[src/rtl/bcmp_pkg.sv]
// Shared types, constants and the sequencer control store for the binomial block.
`default_nettype none

package bcmp_pkg;

  // Count width and the derived stream widths
  localparam int COUNT_BITS    = 19;
  localparam int IN_BITS       = 2 * COUNT_BITS;
  localparam int IN_DATA_BITS  = ((IN_BITS + 7) / 8) * 8;

  // Modulus and the widths that follow from it
  localparam int MOD_BITS      = 30;
  localparam int OUT_DATA_BITS = ((MOD_BITS + 7) / 8) * 8;
  localparam int PROD_BITS     = 2 * MOD_BITS;
  localparam int EXP_BITS      = 30;
  localparam int BIT_CNT_W     = $clog2(EXP_BITS + 1);

  localparam logic [MOD_BITS-1:0] PRIME_MOD  = MOD_BITS'(1000000007);
  localparam logic [EXP_BITS-1:0] FERMAT_EXP = EXP_BITS'(64'(PRIME_MOD) - 64'd2);

  // Barrett reciprocal floor(2^(2k) / p) for k = MOD_BITS
  localparam logic [MOD_BITS:0] BARRETT_MU =
    (MOD_BITS + 1)'((64'd1 << PROD_BITS) / 64'(PRIME_MOD));

  // Multiplier operation; also tags the destination register of the result
  typedef enum logic [2:0] {
    MUL_NONE,
    MUL_NUM,
    MUL_DEN,
    MUL_POW,
    MUL_SQR,
    MUL_FIN
  } mul_op_t;

  typedef struct packed {
    logic                valid;
    mul_op_t             dest;
    logic [MOD_BITS-1:0] x;
    logic [MOD_BITS-1:0] y;
  } mm_req_t;

  typedef struct packed {
    logic                valid;
    mul_op_t             dest;
    logic [MOD_BITS-1:0] value;
  } mm_rsp_t;

  // Branch conditions
  typedef enum logic [2:0] {
    COND_ALWAYS,
    COND_IN,
    COND_LOOP_DONE,
    COND_BIT_CLR,
    COND_DRAINED,
    COND_EXP_DONE,
    COND_OUT_FREE
  } cond_t;

  // Step addresses of the control program
  typedef enum logic [3:0] {
    ST_IDLE,
    ST_CHK,
    ST_NUM,
    ST_DEN,
    ST_LWAIT,
    ST_PINIT,
    ST_PBIT,
    ST_PMUL,
    ST_PSQR,
    ST_PWAIT,
    ST_PCHK,
    ST_FIN,
    ST_FWAIT,
    ST_EMIT
  } step_t;

  // One control word; action bits fire only when the condition holds
  typedef struct packed {
    mul_op_t issue;
    cond_t   cond;
    logic    load;
    logic    inc_idx;
    logic    init_pow;
    logic    inc_bit;
    logic    emit;
    step_t   next_t;
    step_t   next_f;
  } ctrl_t;

  function automatic ctrl_t ucode(input step_t step);
    ctrl_t c;
    c.issue    = MUL_NONE;
    c.cond     = COND_ALWAYS;
    c.load     = 1'b0;
    c.inc_idx  = 1'b0;
    c.init_pow = 1'b0;
    c.inc_bit  = 1'b0;
    c.emit     = 1'b0;
    c.next_t   = ST_IDLE;
    c.next_f   = ST_IDLE;
    unique case (step)
      ST_IDLE: begin
        c.cond = COND_IN; c.load = 1'b1;
        c.next_t = ST_CHK; c.next_f = ST_IDLE;
      end
      ST_CHK: begin
        c.cond = COND_LOOP_DONE;
        c.next_t = ST_PINIT; c.next_f = ST_NUM;
      end
      ST_NUM: begin
        c.issue = MUL_NUM;
        c.next_t = ST_DEN; c.next_f = ST_DEN;
      end
      ST_DEN: begin
        c.issue = MUL_DEN; c.inc_idx = 1'b1;
        c.next_t = ST_LWAIT; c.next_f = ST_LWAIT;
      end
      ST_LWAIT: begin
        c.cond = COND_DRAINED;
        c.next_t = ST_CHK; c.next_f = ST_LWAIT;
      end
      ST_PINIT: begin
        c.init_pow = 1'b1;
        c.next_t = ST_PBIT; c.next_f = ST_PBIT;
      end
      ST_PBIT: begin
        c.cond = COND_BIT_CLR;
        c.next_t = ST_PSQR; c.next_f = ST_PMUL;
      end
      ST_PMUL: begin
        c.issue = MUL_POW;
        c.next_t = ST_PSQR; c.next_f = ST_PSQR;
      end
      ST_PSQR: begin
        c.issue = MUL_SQR; c.inc_bit = 1'b1;
        c.next_t = ST_PWAIT; c.next_f = ST_PWAIT;
      end
      ST_PWAIT: begin
        c.cond = COND_DRAINED;
        c.next_t = ST_PCHK; c.next_f = ST_PWAIT;
      end
      ST_PCHK: begin
        c.cond = COND_EXP_DONE;
        c.next_t = ST_FIN; c.next_f = ST_PBIT;
      end
      ST_FIN: begin
        c.issue = MUL_FIN;
        c.next_t = ST_FWAIT; c.next_f = ST_FWAIT;
      end
      ST_FWAIT: begin
        c.cond = COND_DRAINED;
        c.next_t = ST_EMIT; c.next_f = ST_FWAIT;
      end
      ST_EMIT: begin
        c.cond = COND_OUT_FREE; c.emit = 1'b1;
        c.next_t = ST_IDLE; c.next_f = ST_EMIT;
      end
      default: begin
        c.next_t = ST_IDLE; c.next_f = ST_IDLE;
      end
    endcase
    return c;
  endfunction

endpackage

`default_nettype wire

[src/rtl/bcmp_modmul.sv]
// Pipelined modular multiplier: product, Barrett estimate, subtract, correct.
`default_nettype none

module bcmp_modmul (
  input  wire logic              clk,
  input  wire logic              rst,
  input  wire bcmp_pkg::mm_req_t req,
  output bcmp_pkg::mm_rsp_t      rsp,
  output logic                   busy
);
  import bcmp_pkg::*;

  localparam int Q_BITS = PROD_BITS - MOD_BITS + 1;
  localparam int R_BITS = MOD_BITS + 2;

  localparam logic [R_BITS-1:0] P_ONE = R_BITS'(PRIME_MOD);
  localparam logic [R_BITS-1:0] P_TWO = P_ONE << 1;

  logic                       v1, v2, v3, v4, v5;
  mul_op_t                    d1, d2, d3, d4, d5;
  logic [PROD_BITS-1:0]       prod1, prod2;
  logic [2*Q_BITS-1:0]        est2;
  logic [R_BITS-1:0]          low3, qp3;
  logic [R_BITS-1:0]          rem4;
  logic [MOD_BITS-1:0]        res5;

  always_ff @(posedge clk) begin
    if (rst) begin
      v1 <= 1'b0;
      v2 <= 1'b0;
      v3 <= 1'b0;
      v4 <= 1'b0;
      v5 <= 1'b0;
    end else begin
      v1 <= req.valid;
      v2 <= v1;
      v3 <= v2;
      v4 <= v3;
      v5 <= v4;
    end
  end

  always_ff @(posedge clk) begin
    d1 <= req.dest;
    d2 <= d1;
    d3 <= d2;
    d4 <= d3;
    d5 <= d4;
    // full product
    prod1 <= PROD_BITS'(req.x) * PROD_BITS'(req.y);
    // quotient estimate times reciprocal
    prod2 <= prod1;
    est2  <= (2*Q_BITS)'(prod1[PROD_BITS-1:MOD_BITS-1]) * (2*Q_BITS)'(BARRETT_MU);
    // estimate times modulus, low bits only; remainder is below 3p
    low3  <= prod2[R_BITS-1:0];
    qp3   <= R_BITS'(PROD_BITS'(est2[2*Q_BITS-1:MOD_BITS+1]) * PROD_BITS'(PRIME_MOD));
    rem4  <= low3 - qp3;
    // drop up to two multiples of the modulus
    if (rem4 >= P_TWO) begin
      res5 <= MOD_BITS'(rem4 - P_TWO);
    end else if (rem4 >= P_ONE) begin
      res5 <= MOD_BITS'(rem4 - P_ONE);
    end else begin
      res5 <= MOD_BITS'(rem4);
    end
  end

  assign rsp.valid = v5;
  assign rsp.dest  = d5;
  assign rsp.value = res5;
  assign busy      = v1 | v2 | v3 | v4 | v5;

endmodule

`default_nettype wire

[src/rtl/binomial_coefficient_mod_prime.sv]
// Top level: (a+b choose a) mod 1000000007 by a microcoded multiply sequencer.
// One request at a time, taken again the cycle after the result is registered
//   when the output is free. Each batch of multiplies waits out the
//   five-stage modular multiplier before the sequencer moves on; the power
//   p-2 walks 30 exponent bits, 15 of them set.
// Reset: rst is synchronous and active high; it returns the step counter to
//   idle and empties the multiplier and the output register.
`default_nettype none

module binomial_coefficient_mod_prime (
  input  wire logic                               clk,
  input  wire logic                               rst,
  input  wire logic                               s_tvalid,
  output logic                                    s_tready,
  // s_tdata, from bit 0 up: count_a, count_b, zero fill
  input  wire logic [bcmp_pkg::IN_DATA_BITS-1:0]  s_tdata,
  output logic                                    m_tvalid,
  input  wire logic                               m_tready,
  // m_tdata, from bit 0 up: binomial_mod, zero fill
  output logic [bcmp_pkg::OUT_DATA_BITS-1:0]      m_tdata
);
  import bcmp_pkg::*;

  // The product of a run of k consecutive integers over k! is used:
  // C(a+b, a) = prod_{i=1..s} (m+i) / s!, with m = max(a,b), s = min(a,b).
  // The numerator and denominator chains advance together, one multiply of
  // each per loop pass; then the denominator is raised to p-2.

  step_t                step, step_next;
  ctrl_t                cw;
  logic                 cond_ok;
  logic                 fire;

  logic [COUNT_BITS-1:0] cnt_a, cnt_b;
  logic [COUNT_BITS-1:0] m_cnt, s_cnt;
  logic [COUNT_BITS:0]   idx;
  logic [BIT_CNT_W-1:0]  bit_cnt;
  logic [MOD_BITS-1:0]   num, den, pw, base, res;
  logic [MOD_BITS-1:0]   out_value;

  mm_req_t               req;
  mm_rsp_t               rsp;
  logic                  mm_busy;

  assign cnt_a = s_tdata[COUNT_BITS-1:0];
  assign cnt_b = s_tdata[2*COUNT_BITS-1:COUNT_BITS];

  // fetch the control word for the current step
  assign cw = ucode(step);

  always_comb begin
    unique case (cw.cond)
      COND_ALWAYS:    cond_ok = 1'b1;
      COND_IN:        cond_ok = s_tvalid;
      COND_LOOP_DONE: cond_ok = idx > {1'b0, s_cnt};
      COND_BIT_CLR:   cond_ok = ~FERMAT_EXP[bit_cnt];
      COND_DRAINED:   cond_ok = ~mm_busy;
      COND_EXP_DONE:  cond_ok = bit_cnt == BIT_CNT_W'(EXP_BITS);
      COND_OUT_FREE:  cond_ok = ~m_tvalid | m_tready;
      default:        cond_ok = 1'b0;
    endcase
    step_next = cond_ok ? cw.next_t : cw.next_f;
  end

  assign fire     = cond_ok;
  assign s_tready = step == ST_IDLE;

  always_ff @(posedge clk) begin
    if (rst) begin
      step <= ST_IDLE;
    end else begin
      step <= step_next;
    end
  end

  // operand selection for the multiplier
  always_comb begin
    req.valid = cw.issue != MUL_NONE;
    req.dest  = cw.issue;
    unique case (cw.issue)
      MUL_NUM: begin
        req.x = num;
        req.y = MOD_BITS'((COUNT_BITS + 1)'(m_cnt) + idx);
      end
      MUL_DEN: begin
        req.x = den;
        req.y = MOD_BITS'(idx);
      end
      MUL_POW: begin
        req.x = pw;
        req.y = base;
      end
      MUL_SQR: begin
        req.x = base;
        req.y = base;
      end
      MUL_FIN: begin
        req.x = num;
        req.y = pw;
      end
      default: begin
        req.x = '0;
        req.y = '0;
      end
    endcase
  end

  bcmp_modmul u_modmul (
    .clk  (clk),
    .rst  (rst),
    .req  (req),
    .rsp  (rsp),
    .busy (mm_busy)
  );

  // datapath registers: load, counters, and multiplier write-back
  always_ff @(posedge clk) begin
    if (fire && cw.load) begin
      m_cnt <= (cnt_a > cnt_b) ? cnt_a : cnt_b;
      s_cnt <= (cnt_a > cnt_b) ? cnt_b : cnt_a;
      idx   <= (COUNT_BITS + 1)'(1);
      num   <= MOD_BITS'(1);
      den   <= MOD_BITS'(1);
    end
    if (fire && cw.inc_idx) begin
      idx <= idx + (COUNT_BITS + 1)'(1);
    end
    if (fire && cw.init_pow) begin
      base    <= den;
      pw      <= MOD_BITS'(1);
      bit_cnt <= '0;
    end
    if (fire && cw.inc_bit) begin
      bit_cnt <= bit_cnt + BIT_CNT_W'(1);
    end
    if (rsp.valid) begin
      unique case (rsp.dest)
        MUL_NUM: num  <= rsp.value;
        MUL_DEN: den  <= rsp.value;
        MUL_POW: pw   <= rsp.value;
        MUL_SQR: base <= rsp.value;
        MUL_FIN: res  <= rsp.value;
        default: ;
      endcase
    end
  end

  // output register: hold the result until it is taken
  always_ff @(posedge clk) begin
    if (rst) begin
      m_tvalid <= 1'b0;
    end else if (fire && cw.emit) begin
      m_tvalid <= 1'b1;
    end else if (m_tready) begin
      m_tvalid <= 1'b0;
    end
  end

  always_ff @(posedge clk) begin
    if (fire && cw.emit) begin
      out_value <= res;
    end
  end

  assign m_tdata = OUT_DATA_BITS'(out_value);

endmodule

`default_nettype wire
[config.mk]
export PLATFORM = sky130hd
export DESIGN_NAME = binomial_coefficient_mod_prime
export DESIGN_NICKNAME = d
export VERILOG_FILES = /design/src/rtl/bcmp_pkg.sv /design/src/rtl/bcmp_modmul.sv /design/src/rtl/binomial_coefficient_mod_prime.sv
export SDC_FILE = /design/constraint.sdc
export NUM_CORES = 2
export LEC_CHECK = 0
export ABC_AREA = 0
export ABC_CLOCK_PERIOD_IN_PS = 9550
export BUFFER_PORTS_ARGS = -buffer_cell sky130_fd_sc_hd__buf_2
export CORE_MARGIN = 3
export CORE_UTILIZATION = 41
export DETAILED_ROUTE_END_ITERATION = 7
export SYNTH_ARGS = -nofsm -noshare
export SYNTH_HDL_FRONTEND = slang
export SYNTH_SLANG_ARGS = --single-unit
[constraint.sdc]
create_clock -name clk -period 9.55 [get_ports clk]
set_input_delay 0.4775 -clock clk [delete_from_list [all_inputs] [get_ports clk]]
set_output_delay 0.4775 -clock clk [all_outputs]
set_load 0.02 [all_outputs]
==> flow_metrics.env <==
export IMPL_gr_usage_all_layers_pct=24.3
export IMPL_p_int_uw=4890
export IMPL_die_y_um=418
export IMPL_vias=51800
export IMPL_ff2ff_path_depth=39
export IMPL_cp_required_ps=10100
export IMPL_cpMaxStageDelayCell="fa_1"
export IMPL_final_area_mm2=0.0782
export IMPL_crit_buf_inv=9
export IMPL_violations="negative setup slack"
export IMPL_dp_hpwl_um=172000
export IMPL_multi_input_area_mm2=0.0518
export IMPL_io_buffers=73
export IMPL_combPwrFrac_pct=36.0
export IMPL_drc=0
export IMPL_seqCellArea_mm2=0.0116
export IMPL_slew_viol_final=0
export IMPL_critPathKind="reg2reg"
export IMPL_synth_area_per_cell_um2=9.49
export IMPL_cpMostUsedCell="fa_1"
export IMPL_synthTopCellsByArea="fa_1 (35%), ha_1 (15%), dfxtp_1 (11%)"
export IMPL_fillers=15900
export IMPL_fin_crit_ps=9800
export IMPL_hold_viol_final=0
export IMPL_cp_top_family="adder cells"
export IMPL_synth_ff_type="dfxtp_1"
export IMPL_cp_arrival_ps=10350
export IMPL_p_leak_uw=0.0399
export IMPL_rsz0062_at_grt="true"
export IMPL_endpoint="u_modmul.prod1[56]"
export IMPL_cts_tree="yes"
export IMPL_synth_seq_cells=518
export IMPL_grt_max_degree=61
export IMPL_cts_sinks=518
export IMPL_critPathCaptureType="flip-flop"
export IMPL_yosys_warnings=0
export IMPL_final_layout_size_suffix_gt1_share_pct=10.5
export IMPL_setup_viol=13
export IMPL_max_slew_margin_pct=21.5
export IMPL_max_freq_ghz=0.102
export IMPL_core_mm2=0.168
export IMPL_post_drt_wl_per_cell_um=21.0
export IMPL_die_x_um=418
export IMPL_max_cap_violations=0
export IMPL_pwr_share_clk_pct=28.7
export IMPL_cp_max_fo=6
export IMPL_cts_buffers_inserted=56
export IMPL_drt_iter0_markers=3742
export IMPL_fin_ws_ps=-248
export IMPL_worst_slew_pin_slew_ps=1170
export IMPL_startpoint="idx[0]"
export IMPL_clockBufferDepth=3
export IMPL_cts_hold_buf=0
export IMPL_crit_cells=39
export IMPL_status="finished, violations left"
export IMPL_yosysTopAreaCell="fa_1"
export IMPL_startpoint_type="flip-flop"
export IMPL_antenna_found_initial=4
export IMPL_synthDominantCellAreaShare_pct=35.3
export IMPL_clock_latency_ps=680
export IMPL_syn2layout_area_growth_pct=12.5
export IMPL_ys_types=82
export IMPL_irDropWorstVdd_v=0.000182
export IMPL_grt_pass1_wl_um=326000
export IMPL_p_sw_share_pct=38.3
export IMPL_regToRegStartpoint="idx[0]"
export IMPL_root_buffer="clkbuf_16"
export IMPL_cts_clk_slew_worst_paths_ps=70
export IMPL_dpl_cell_area_mm2=0.0751
export IMPL_layout_nets=9751
export IMPL_drt_vias_per_instance=5.25
export IMPL_synth_cells=7325
export IMPL_routed_wirelength_um=208000
export IMPL_synth_edf_count=123
export IMPL_ant_nets=0
export IMPL_start_util_pct=41.4
export IMPL_synthArstFlopShare_pct=0
export IMPL_final_core_util_pct=46.6
export IMPL_routabilityCongestion=0.995
export IMPL_synthesis_area_mm2=0.0695
export IMPL_cp_slowest_stage_delay_ps=560
export IMPL_grt_overflow=0
export IMPL_worst_r2r_setup_slack_ps=-250
export IMPL_grt_pass1_vias=55000
export IMPL_min_path_type="in2reg"
export IMPL_ios=78
export IMPL_dr_pass1_iters=7
export IMPL_p_sw_uw=3040
export IMPL_powerDensity_mw_per_mm2=101
export IMPL_skew_ps=36.2
export IMPL_seq_area_frac_synth_pct=16.7
export IMPL_regToRegEndpoint="u_modmul.prod1[56]"
export IMPL_die_area_mm2=0.174
export IMPL_fin_crit_sh_pct=103
export IMPL_std_cell_rows=150
export IMPL_p_seq_share_pct=35.3
export IMPL_htree_levels=2
[Yosys cell counts, drive strengths merged, types with 38 or more instances]
cell,number
nand3,123
fa,1225
nor3,52
ha,857
xor2,71
o21ai,146
clkbuf,248
mux2,38
nand4,58
nand2,808
a22o,39
inv,1569
dfxtp,395
nor2,554
xnor2,149
a21oi,218
edfxtp,123
a21o,115
[cells in the final DEF, fill, tap and decap left out, types with 119 or more instances in the layout]
master | Yosys | layout
inv_1 | 1569 | 1557
nor2_1 | 554 | 535
nand3_1 | 123 | 119
nand2_1 | 808 | 805
dfxtp_1 | 395 | 395
fa_1 | 1225 | 1211
xnor2_1 | 149 | 146
buf_4 | 2 | 385
ha_1 | 857 | 838
edfxtp_1 | 123 | 123
a21oi_1 | 218 | 205
o21ai_0 | 142 | 129
[per-stage QoR]
stage / cells / total power (uW) / setup TNS (ps) / worst slack [ps] / hold WS (ps)
global route: 9876 / 8260 / -8220 / -627 / 102
finish: 9877 / 7930 / -1390 / -248 / 97.1
CTS: 9866 / 7910 / -1790 / -287 / 59.5
global placement: 9729 / 5500 / -9420 / -703 / 310
floorplan: 7326 / 4230 / 0 / 8.43 / 310
detailed placement: 9729 / 5530 / -10550 / -716 / 312
[worst register-to-register path, delay by kind of cell (launching register included)]
kind            cells  cell delay, ps
simple gates        2             340
compound gates     17            3600
flops               1             430
fa+ha+maj          10            4550
xor+xnor            1              90
buf+inv             9             710
[power groups by stage]
stage | clock, uW | sequential [uW] | combinational, uW
3_3_place_gp | 0 | 2830 | 2670
2_1_floorplan | 0 | 2690 | 1540
4_1_cts | 2330 | 2790 | 2790
6_report | 2280 | 2800 | 2860
5_1_grt | 2410 | 2820 | 3040
3_5_place_dp | 0 | 2840 | 2690
[how the worst min path moves through the flow]
stage | startpoint | cells past startpoint | to
4_1_cts | rst | 2 | step[0]
5_1_grt | rst | 2 | step[1]
3_3_place_gp | u_modmul.prod2[7] | 0 | u_modmul.low3[7]
3_5_place_dp | u_modmul.prod2[2] | 0 | u_modmul.low3[2]
6_report | rst | 2 | u_modmul.v1
2_1_floorplan | u_modmul.d1[0] | 0 | u_modmul.d2[0]
[sequential cells by signal (all words and copies together) (netlist names), 31 cells and up, named ones only]
name,cells
u_modmul.prod1,60
u_modmul.prod2,32
u_modmul.est2,31
u_modmul.low3,32
u_modmul.rem4,32
u_modmul.qp3,32
[cells by family (layout without fill, tap and decap cells)]
family	Yosys count	after routing	share of synthesized area [%]
fa+ha+maj	2082	2082	50.7
other cells	1	3	0.00540
mux	73	73	1.12
buf+inv	1840	2186	9.96
simple gates	1818	1818	11.4
flops	518	518	16.7
xor+xnor	220	220	2.77
compound gates	773	773	7.37
[area by class of cell]
| class | instances | area share, % |
|---|---|---|
| timing repair buffer | 512 | 5.33 |
| inverter | 1569 | 7.53 |
| multi-input combinational | 4968 | 66.3 |
| tap | 2204 | 3.53 |
| clock inverter | 35 | 0.562 |
| antenna | 1 | 0.00320 |
| sequential | 518 | 14.8 |
| clock buffer | 70 | 1.95 |
[routing by layer]
metal  share of wire (%)  up-vias  global-route usage (%)
met5              0.0043        -                       0
met4                 4.1        2                    8.26
met3                 7.7      383                    4.07
met2                  45     1810                    39.0
met1                  43    26100                    33.3
li1                    -    23500                       -
[repair_timing]
| action | 4_1_cts | 5_1_grt |
|---|---|---|
| endpoints found under the hold margin | 0 | 0 |
| setup buffers | 35 | 18 |
| setup endpoints to repair | 27 | 32 |
| resized for setup | 108 | 61 |
| pin swaps | 71 | 62 |
Note: power is estimated with default switching activity, not from simulation.
